[src/hdl/rcbp_pkg.sv]
package rcbp_pkg;

  localparam int FREQ_BUF_LEN_DEF  = 16;
  localparam int PARAM_BUF_LEN_DEF = 4;

  localparam logic [1:0] MODE_WAITING = 2'd0;
  localparam logic [1:0] MODE_FREQ    = 2'd1;
  localparam logic [1:0] MODE_PARAM   = 2'd2;

  localparam logic [7:0] CHAR_K  = 8'h4b;
  localparam logic [7:0] CHAR_J  = 8'h4a;
  localparam logic [7:0] CHAR_LF = 8'h0a;
  localparam logic [7:0] CHAR_CR = 8'h0d;
  localparam logic [7:0] CHAR_0  = 8'h30;
  localparam logic [7:0] CHAR_9  = 8'h39;
  localparam logic [7:0] CHAR_UA = 8'h41;
  localparam logic [7:0] CHAR_UF = 8'h46;
  localparam logic [7:0] CHAR_LA = 8'h61;
  localparam logic [7:0] CHAR_LF_HEX = 8'h66;

  localparam logic [3:0] POS_FIRST   = 4'd1;
  localparam logic [3:0] POS_LAST    = 4'd10;
  localparam logic [3:0] POS_MOD_LO  = 4'd11;
  localparam logic [3:0] POS_MOD_HI  = 4'd12;
  localparam logic [3:0] POS_FIL_LO  = 4'd13;
  localparam logic [3:0] POS_FIL_HI  = 4'd14;
  localparam int         FBUF_STORE  = 14;
  localparam int         PBUF_STORE  = 4;

  localparam logic [2:0] PARAM_VOLUME  = 3'd0;
  localparam logic [2:0] PARAM_SQUELCH = 3'd1;
  localparam logic [2:0] PARAM_IFSHIFT = 3'd2;
  localparam logic [2:0] PARAM_AGC     = 3'd3;
  localparam logic [2:0] PARAM_BLANKER = 3'd4;
  localparam logic [2:0] PARAM_ATTEN   = 3'd5;
  localparam logic [2:0] PARAM_NONE    = 3'd6;

  localparam logic [7:0] MOD_MAX     = 8'd6;
  localparam logic [7:0] MOD_WFM     = 8'd6;
  localparam logic [7:0] FIL_MAX     = 8'd4;
  localparam logic [2:0] FIL_230K    = 3'd4;
  localparam logic [2:0] DISP_MOD_RST = 3'd3;
  localparam logic [2:0] DISP_FIL_RST = 3'd0;

  typedef struct packed {
    logic busy;
    logic done;
  } dec_stat_t;

  function automatic logic is_digit(input logic [7:0] c);
    return (c >= CHAR_0) && (c <= CHAR_9);
  endfunction

  function automatic logic [3:0] hex_nibble(input logic [7:0] c);
    logic [7:0] t;
    t = 8'd0;
    if (c >= CHAR_0 && c <= CHAR_9) begin
      t = c - CHAR_0;
    end else if (c >= CHAR_UA && c <= CHAR_UF) begin
      t = c - CHAR_UA + 8'd10;
    end else if (c >= CHAR_LA && c <= CHAR_LF_HEX) begin
      t = c - CHAR_LA + 8'd10;
    end
    return t[3:0];
  endfunction

  function automatic logic [2:0] param_from_xor(input logic [7:0] x);
    logic [2:0] id;
    unique case (x)
      8'h04:   id = PARAM_VOLUME;
      8'h05:   id = PARAM_SQUELCH;
      8'h07:   id = PARAM_IFSHIFT;
      8'h01:   id = PARAM_AGC;
      8'h02:   id = PARAM_BLANKER;
      8'h03:   id = PARAM_ATTEN;
      default: id = PARAM_NONE;
    endcase
    return id;
  endfunction

endpackage

[src/hdl/rcbp_dec_unit.sv]
module rcbp_dec_unit
  import rcbp_pkg::*;
(
  input  logic        clk,
  input  logic        rst_n,
  input  logic        start,
  input  logic        ack,
  input  logic [7:0]  rd_byte,
  output logic [3:0]  rd_pos,
  output dec_stat_t   stat,
  output logic [31:0] value
);

  localparam logic [1:0] DS_IDLE = 2'd0;
  localparam logic [1:0] DS_RUN  = 2'd1;
  localparam logic [1:0] DS_DONE = 2'd2;

  logic [1:0]  state_r, state_nxt;
  logic [3:0]  pos_r, pos_nxt;
  logic        skip_r, skip_nxt;
  logic [31:0] acc_r, acc_nxt;
  logic [7:0]  digit;

  assign digit = rd_byte - CHAR_0;

  always_comb begin
    state_nxt = state_r;
    pos_nxt   = pos_r;
    skip_nxt  = skip_r;
    acc_nxt   = acc_r;
    unique case (state_r)
      DS_IDLE: begin
        if (start) begin
          state_nxt = DS_RUN;
          pos_nxt   = POS_FIRST;
          skip_nxt  = 1'b1;
          acc_nxt   = 32'd0;
        end
      end
      DS_RUN: begin
        if (pos_r > POS_LAST) begin
          state_nxt = DS_DONE;
        end else if (skip_r && rd_byte == CHAR_CR) begin
          pos_nxt = pos_r + 4'd1;
        end else if (!is_digit(rd_byte)) begin
          state_nxt = DS_DONE;
        end else begin
          // multiply-add: acc * 10 + digit
          acc_nxt  = (acc_r << 3) + (acc_r << 1) + {28'd0, digit[3:0]};
          skip_nxt = 1'b0;
          pos_nxt  = pos_r + 4'd1;
        end
      end
      DS_DONE: begin
        if (ack) begin
          state_nxt = DS_IDLE;
        end
      end
      default: state_nxt = DS_IDLE;
    endcase
  end

  always_ff @(posedge clk) begin
    if (!rst_n) begin
      state_r <= DS_IDLE;
    end else begin
      state_r <= state_nxt;
    end
    pos_r  <= pos_nxt;
    skip_r <= skip_nxt;
    acc_r  <= acc_nxt;
  end

  assign rd_pos    = pos_r;
  assign stat.busy = (state_r != DS_IDLE);
  assign stat.done = (state_r == DS_DONE);
  assign value     = acc_r;

endmodule

[src/hdl/radio_command_byte_parser_core.sv]
// output: a parameter result is shown the cycle after its line feed transfer, which
//   waits on a stalled output; frequency results once decoding is done and output is free
// throughput: one byte per cycle, except a frequency line feed blocks input until its
//   result is loaded, set by the one-digit-per-cycle decimal multiply-add loop
// reset: synchronous active low, clears mode, indexes, buffers and bridge_mode,
//   display codes return to cw and 2.8k
module radio_command_byte_parser_core
  import rcbp_pkg::*;
#(
  parameter int FREQ_BUF_LEN  = FREQ_BUF_LEN_DEF,
  parameter int PARAM_BUF_LEN = PARAM_BUF_LEN_DEF
) (
  input  logic        clk,
  input  logic        rst_n,
  input  logic        cfg_we,
  input  logic        cfg_wdata,
  input  logic        in_valid,
  output logic        in_stall,
  input  logic [7:0]  in_byte,
  output logic        out_valid,
  input  logic        out_stall,
  output logic        out_kind,
  output logic        out_applied,
  output logic [31:0] out_frequency,
  output logic [7:0]  out_modulation_code,
  output logic [7:0]  out_filter_code,
  output logic [2:0]  out_shown_modulation,
  output logic [2:0]  out_shown_filter,
  output logic [2:0]  out_param_id,
  output logic [7:0]  out_param_value
);

  localparam int FIDX_W = $clog2(FREQ_BUF_LEN + 1);
  localparam int PIDX_W = $clog2(PARAM_BUF_LEN);
  localparam int PCMP_W = PIDX_W + 1;

  logic              bridge_r;
  logic [1:0]        mode_r, mode_nxt;
  logic [FIDX_W-1:0] fidx_r, fidx_nxt;
  logic [PIDX_W-1:0] pidx_r, pidx_nxt;
  logic [7:0]        fbuf_r [1:FBUF_STORE];
  logic [7:0]        pbuf_r [0:PBUF_STORE-1];
  logic [2:0]        dmod_r, dmod_nxt;
  logic [2:0]        dfil_r, dfil_nxt;
  logic              out_valid_r;

  dec_stat_t   dec_stat;
  logic [3:0]  dec_pos;
  logic [31:0] dec_value;
  logic        dec_start;
  logic        dec_ack;

  logic        xfer_in;
  logic        out_free;
  logic        is_freq_char;
  logic        param_lf;
  logic        fbuf_we;
  logic        pbuf_we;
  logic [7:0]  mod_code;
  logic [7:0]  fil_code;
  logic [2:0]  pid;
  logic [7:0]  pval;
  logic        papplied;

  assign out_free     = !out_valid_r || !out_stall;
  assign param_lf     = (mode_r == MODE_PARAM) && (in_byte == CHAR_LF);
  assign in_stall     = dec_stat.busy || (param_lf && !out_free);
  assign xfer_in      = in_valid && !in_stall;
  assign is_freq_char = is_digit(in_byte) || (in_byte == CHAR_CR);

  assign mod_code = fbuf_r[POS_MOD_HI] - fbuf_r[POS_MOD_LO];
  assign fil_code = fbuf_r[POS_FIL_HI] - fbuf_r[POS_FIL_LO];
  assign pid      = param_from_xor(pbuf_r[0] ^ pbuf_r[1]);
  assign pval     = {hex_nibble(pbuf_r[2]), hex_nibble(pbuf_r[3])};
  assign papplied = bridge_r && (pid != PARAM_NONE);

  always_comb begin
    mode_nxt  = mode_r;
    fidx_nxt  = fidx_r;
    pidx_nxt  = pidx_r;
    dmod_nxt  = dmod_r;
    dfil_nxt  = dfil_r;
    fbuf_we   = 1'b0;
    pbuf_we   = 1'b0;
    dec_start = 1'b0;
    if (xfer_in) begin
      unique case (mode_r)
        MODE_FREQ: begin
          if (is_freq_char) begin
            if (fidx_r < FIDX_W'(FREQ_BUF_LEN)) begin
              fbuf_we  = (fidx_r >= FIDX_W'(1)) && (fidx_r <= FIDX_W'(FBUF_STORE));
              fidx_nxt = fidx_r + FIDX_W'(1);
            end
          end else begin
            fidx_nxt = '0;
            mode_nxt = MODE_WAITING;
            if (in_byte == CHAR_LF) begin
              dec_start = 1'b1;
              if (mod_code <= MOD_MAX) begin
                dmod_nxt = mod_code[2:0];
                if (mod_code == MOD_WFM) begin
                  dfil_nxt = FIL_230K;
                end
              end
              if (fil_code <= FIL_MAX) begin
                dfil_nxt = fil_code[2:0];
              end
            end
          end
        end
        MODE_PARAM: begin
          if (in_byte != CHAR_LF) begin
            pbuf_we  = (PCMP_W'(pidx_r) < PCMP_W'(PBUF_STORE));
            pidx_nxt = (pidx_r == PIDX_W'(PARAM_BUF_LEN - 1)) ? '0 : pidx_r + PIDX_W'(1);
          end else if (papplied) begin
            mode_nxt = MODE_WAITING;
          end
        end
        default: begin
          if (in_byte == CHAR_K) begin
            mode_nxt = MODE_FREQ;
          end else if (in_byte == CHAR_J) begin
            mode_nxt = MODE_PARAM;
          end else begin
            mode_nxt = MODE_WAITING;
          end
        end
      endcase
    end
  end

  assign dec_ack = dec_stat.done && out_free;

  rcbp_dec_unit u_dec (
    .clk     (clk),
    .rst_n   (rst_n),
    .start   (dec_start),
    .ack     (dec_ack),
    .rd_byte (fbuf_r[dec_pos]),
    .rd_pos  (dec_pos),
    .stat    (dec_stat),
    .value   (dec_value)
  );

  always_ff @(posedge clk) begin
    if (!rst_n) begin
      bridge_r <= 1'b0;
      mode_r   <= MODE_WAITING;
      fidx_r   <= '0;
      pidx_r   <= '0;
      dmod_r   <= DISP_MOD_RST;
      dfil_r   <= DISP_FIL_RST;
      for (int i = 1; i <= FBUF_STORE; i++) begin
        fbuf_r[i] <= 8'd0;
      end
      for (int i = 0; i < PBUF_STORE; i++) begin
        pbuf_r[i] <= 8'd0;
      end
    end else begin
      if (cfg_we) begin
        bridge_r <= cfg_wdata;
      end
      mode_r <= mode_nxt;
      fidx_r <= fidx_nxt;
      pidx_r <= pidx_nxt;
      dmod_r <= dmod_nxt;
      dfil_r <= dfil_nxt;
      if (fbuf_we) begin
        fbuf_r[fidx_r[3:0]] <= in_byte;
      end
      if (pbuf_we) begin
        pbuf_r[pidx_r[1:0]] <= in_byte;
      end
    end
  end

  // output register
  always_ff @(posedge clk) begin
    if (!rst_n) begin
      out_valid_r <= 1'b0;
    end else if (dec_ack || (xfer_in && param_lf)) begin
      out_valid_r <= 1'b1;
    end else if (!out_stall) begin
      out_valid_r <= 1'b0;
    end
  end

  always_ff @(posedge clk) begin
    if (dec_ack) begin
      out_kind             <= 1'b0;
      out_applied          <= bridge_r;
      out_frequency        <= dec_value;
      out_modulation_code  <= mod_code;
      out_filter_code      <= fil_code;
      out_shown_modulation <= dmod_r;
      out_shown_filter     <= dfil_r;
      out_param_id         <= PARAM_NONE;
      out_param_value      <= 8'd0;
    end else if (xfer_in && param_lf) begin
      out_kind             <= 1'b1;
      out_applied          <= papplied;
      out_frequency        <= 32'd0;
      out_modulation_code  <= 8'd0;
      out_filter_code      <= 8'd0;
      out_shown_modulation <= dmod_r;
      out_shown_filter     <= dfil_r;
      out_param_id         <= pid;
      out_param_value      <= pval;
    end
  end

  assign out_valid = out_valid_r;

endmodule

[config.mk]
export PLATFORM = sky130hd
export DESIGN_NAME = radio_command_byte_parser_core
export DESIGN_NICKNAME = d
export VERILOG_FILES = /design/src/hdl/rcbp_pkg.sv /design/src/hdl/rcbp_dec_unit.sv /design/src/hdl/radio_command_byte_parser_core.sv
export SDC_FILE = /design/constraint.sdc
export NUM_CORES = 1
export LEC_CHECK = 0
export ABC_AREA = 1
export BUFFER_PORTS_ARGS = -buffer_cell sky130_fd_sc_hd__buf_2
export CAP_MARGIN = 20
export CORE_MARGIN = 1.5
export CORE_UTILIZATION = 45
export CTS_CLUSTER_DIAMETER = 30
export DETAILED_ROUTE_END_ITERATION = 10
export PLACE_DENSITY_LB_ADDON = 0.08
export SYNTH_ARGS = -nofsm -noshare
export SYNTH_HDL_FRONTEND = slang
export SYNTH_HIERARCHICAL = 1
export SYNTH_SLANG_ARGS = --single-unit
export TNS_END_PERCENT = 30
[constraint.sdc]
create_clock -name clk -period 4.2 [get_ports clk]
set_input_delay 0 -clock clk [delete_from_list [all_inputs] [get_ports clk]]
set_output_delay 0 -clock clk [all_outputs]
set_load 0.05 [all_outputs]
# After elaboration in Yosys (flattened, before gate mapping)
# Memory sizes are Yosys's and may differ from the RTL's. A register that Yosys moved wholly into a read port is not among the register bits.
# Index checks and enable logic that the tools add are counted.
# op_classes
n_eq_ne	32
muxes	78
addsub	18
n_bitwise	2
n_reduce_logical	40
order_cmp	22
# op_table
cell	count
$mux 32	6
$pmux 32 s2	1
$mux 4	12
$mux 8	5
$add 32x32->32	1
$add 32x4->32	1
$eq 8x3->1 const B	4
$ge 8x6->1 const B	4
$ge 8x7->1 const B	4
$le 8x6->1 const B	4
$le 8x7->1 const B	4
$mux 1	28
$sub 4x1->4 const B	7
$eq 8x4->1 const B	3
$mux 2	12
$mux 3	7
$pmux 3 s6	1
$add 4x4->4 const B	4
$eq 8x2->1 const B	2
$eq 8x7->1 const B	2
$le 8x3->1 const B	2
$logic_and 1x1->1	16
$reduce_or 8->1	2
$sub 8x8->8	2
other kinds (31)	58
# totals
register_bits	123
mem_bits_rw	144
word_cells	214
n_memories	2
output_inout_bits	69
# memory_table
name	depth	word_bits	rd	rd_ports_with_merged_regs	write_ports	line_no	text
fbuf_r	14	8	5	1	14	radio_command_byte_parser_core.sv:41	logic [7:0] fbuf_r [1:FBUF_STORE];
pbuf_r	4	8	4	0	4	radio_command_byte_parser_core.sv:42	logic [7:0] pbuf_r [0:PBUF_STORE-1];

# Depth between registers and ports, before layout
# logic_depth
depth_word	13
ltp_mapped	22
ltp_nobuf	21

# Modules after synthesis
# The synthesis kept the hierarchy.
# modules_own_cells
mod	cells_each	area_per_inst_um2	instances	seq_area_each_um2
radio_command_byte_parser_core	1102	11345.9	1	7036.7
rcbp_dec_unit	609	4152.7	1	1151.1

# Least setup slack after synthesis
# Ideal clock, no wire load.
# synth_path
kind	flip-flop to flip-flop
from	reg u_dec/rd_pos[0] (netlist name)
to	reg u_dec.acc_r[30], in the netlist u_dec/value[30] (data pin)
arrival_time_ns	3.146
path_slack_ns	0.799
path_stages_with_launch	18
path_cell_list	edfxtp_1 clkbuf_1 buf_2 clkbuf_1 a21oi_1 o221ai_1 nand2_1 inv_1 fa_1 fa_1 inv_1 nand3_1 nand3_1 nand3_1 nand3_2 nand2_1 a21oi_1 nor2_1
# synth_rtl
element	line_no	text
to (signal assigned)	rcbp_dec_unit.sv:71	acc_r <= acc_nxt;
to (decl)	rcbp_dec_unit.sv:21	logic [31:0] acc_r, acc_nxt;

==> impl_results.md <==
- Layout cells sized above 1: 0.134
- Relative slew slack: 0.379
- FF-to-FF End: u_dec/value[18]
- Final Skew: 0.0309 ns
- Worst vdd ir: 352 µV
- First-pass GRT wire length: 60.3 mm
- Final Hold Vio Count: 0
- RR Startpoint: u_dec/rd_pos[0]
- DP Worst Slack: 0.518 ns
- Dominant cell type by area after synthesis: edfxtp_1
- First-pass detailed-route iteration total: 5
- F_max: 0.269 GHz
- I/O pins: 83
- MaxCap Viol Count: 0
- Type of element capturing the critical path: flip-flop
- Synth cell types: 51
- Die area: 0.0356 mm²
- DRC marker count from the first detailed-route iteration: 678
- Die Y: 189 µm
- Worst hold stages: 3
- Part of the cycle the worst path needs: 0.886
- Slew of the pin with the lowest slew margin: 0.926 ns
- Status: completed
- RSZ-0062 raised after global routing: false
- RePlAce Congestion: 0.917
- H-tree depth: 3
- Clock root buffer: clkbuf_16
- Hold slack: 0.0257 ns
- Worst endpoint required time: 4.50 ns
- Worst-Skew Late Latency: 0.57 ns
- WL/cell: 16.1 µm
- DRT antenna net count: 0
- Syn avg cell area: 9.06 µm²
- NumNets Final: 1,980
- I/O Buffers: 82
- Largest net degree at the start of global routing: 56
- Worst Setup Start Kind: flip-flop
- R2R depth: 17
- HPWL after DPL: 27.3 mm
- PostCTS Resize Cnt: 0
- Post-synth EDFFs: 252
- Ranking of synthesized cells by area: edfxtp_1 (49%), nand2_1 (8.0%), ha_1 (7.0%)
- CTS clk-pin slew, worst paths: 0.04 ns
- FF-to-FF setup slack: 0.48 ns
- Ys Warns: 6
- Main synth FF type: edfxtp_1
- Total wire length: 38.1 mm
- Max-slew violations: 0
- Sequential fraction of the synthesis area: 0.528
- Clk sinks: 283
- Core Footprint: 0.0337 mm²
- Critical Path AT: 4.02 ns
- Vias: 11,800
- Layout area overhead: 22.0%
- Sum Neg Setup Slack: 0 ns
- Vias in the first global route: 11,600
- Final Non-Filler Cells: 2,374
- Width of the chip: 189 µm
- Leak: 8.64 nW
- GRT Overall Usage: 0.218
- Clock Tree Buf Depth: 3
- Crit-path max FO: 41
- Number of synthesized register bits: 283
- Grt ovf: 0
- Placed insts: 2,241
- Tmin final: 3.72 ns
- Crit path launch: u_dec/rd_pos[0]
- Row count: 67
- Setup violations, final: 0
- Final Util: 0.561
- Min-delay worst type: input pin to flip-flop
- Synthesized area: 0.0155 mm²
- Vias per cell: 4.96
- Setup CP Type: flip-flop to flip-flop
- PwrDens: 452 mW/mm²
- Asr flop ratio synth: 0
- Cell count after synthesis: 1,711
- DRC Markers: 0
- Final WS setup: 0.478 ns
- Antenna diodes: 0
- CTS buffer count: 68
- Initial antenna violation count: 0
- Synth top area share: 0.488
- Worst Setup EP: u_dec/value[18]
- Initial Utilization: 0.460
- CTS tree: built
[final cells by class]
class	count	area, µm²
Fill cell	3044	14800
Sequential cell	283	8190
Multi-Input combinational cell	1144	6230
Clock buffer	84	1830
Inverter	269	1010
Timing Repair Buffer	109	681
Tap cell	448	561
Clock inverter	37	395
[Yosys cell counts, types with 2 or more instances]
library cell	instances
nor2_2	11
a21o_1	5
buf_4	2
inv_2	7
nand3b_1	3
nor3_4	2
nand4_1	17
nand3_2	6
dfxtp_1	31
nand2_1	331
o211ai_1	21
nor3_1	9
buf_2	6
edfxtp_1	252
clkinv_1	3
clkbuf_1	33
a21oi_1	101
fa_1	4
xor2_1	11
a21oi_2	3
o21a_1	4
o22ai_1	2
nor4_1	2
inv_1	259
nor2_4	6
mux2i_1	30
ha_1	87
o221ai_1	6
nand3_1	71
o21ai_0	75
o21bai_1	3
xnor2_1	8
nand2_2	13
nor2_1	269
nand3_4	2
[report_power, final]
| group | switching [mW] | internal [mW] |
|---|---|---|
| Combinational | 0.226 | 0.0969 |
| Sequential | 0.0337 | 3.13 |
| Clock | 1.56 | 3.50 |
[flip-flops by register name, indices dropped and copies added, names as in the netlist, 2 cells and up]
signal	flops
out_frequency	32
dfil_r	3
u_dec/value	32
pidx_r	2
u_dec/rd_pos	4
out_shown_modulation	3
u_dec/state_r	2
out_modulation_code	8
out_filter_code	8
out_param_value	8
out_shown_filter	3
dmod_r	3
fbuf_r	128
pbuf_r	32
mode_r	2
fidx_r	5
out_param_id	3
[routing by layer]
layer  GRT usage  vias to the layer above  share of wire
met3      0.0402                       85          0.050
met5           0                        -              0
met1       0.269                     5373           0.43
met4       0.102                        0          0.036
met2       0.371                      324           0.49
li1            -                     6001              -
[how the worst min path moves through the flow]
stage,from,to,slack (ns)
global placement,cfg_we,bridge_r,0.19
CTS,rst_n,dmod_r[1],0.0003
floorplan,cfg_we,bridge_r,0.09
detailed placement,cfg_we,bridge_r,0.21
finish,rst_n,dmod_r[1],0.03
global route,rst_n,dmod_r[1],0.01
[per-stage QoR]
| stage | total power, mW | cell area (µm²) |
|---|---|---|
| 2_1_floorplan | 3.41 | 15600 |
| 3_3_place_gp | 3.52 | 16600 |
| 3_5_place_dp | 3.52 | 16600 |
| 4_1_cts | 8.62 | 18900 |
| 5_1_grt | 8.81 | 18900 |
| 6_report | 8.54 | 18900 |
[cell families (layout without fill, tap and decap cells)]
| kind of cell | count (synthesis) | in the layout | synth area share |
|---|---|---|---|
| xor gates and xnor gates | 19 | 19 | 0.0107 |
| muxes | 30 | 30 | 0.0194 |
| and+or+nand+nor | 749 | 749 | 0.207 |
| other | 1 | 28 | 0.000242 |
| AOI/OAI and AO/OA | 227 | 227 | 0.0826 |
| DFF | 283 | 283 | 0.528 |
| buffers and inverters | 311 | 499 | 0.0768 |
| adders and majority gates | 91 | 91 | 0.0754 |
[critical path: stages (launching register included)]
cell and delay [ns]:
edfxtp_1 0.41, buf_4 0.41, mux2i_1 0.24, o21ai_0 0.11, o221ai_1 0.29, nand2_1 0.17, ha_1 0.31, ha_1 0.21
inv_1 0.07, fa_1 0.40, inv_1 0.09, nand3_1 0.07, nand3_1 0.16, nand2_1 0.07, nand2_1 0.14, nand3_1 0.11
a21oi_1 0.15, nor2_1 0.06
[repair_timing]
item / in CTS / in global routing
hold buffers: 12 / 0
buffers inserted: 0 / 0
hold endpoints to repair: 45 / 0
[placed cells by master, fill, tap and decap left out, types with 7 or more instances in the layout]
cell	Yosys	final
mux2i_1	30	30
inv_2	7	7
nand2_1	331	329
nor2_1	269	268
buf_4	2	12
conb_1	1	28
buf_2	6	82
ha_1	87	87
nor2_4	6	7
clkbuf_16	0	70
nand3_1	71	71
edfxtp_1	252	252
nor2_2	11	11
nor3_1	9	9
clkinv_1	3	11
bufinv_16	0	7
dfxtp_1	31	31
xnor2_1	8	8
dlygate4sd3_1	0	12
nand2_2	13	15
a21oi_1	101	101
o211ai_1	21	21
clkinv_2	0	11
clkbuf_1	33	11
inv_1	259	259
o21ai_0	75	75
nand4_1	17	17
xor2_1	11	11
(Power assumes the default switching activity.)
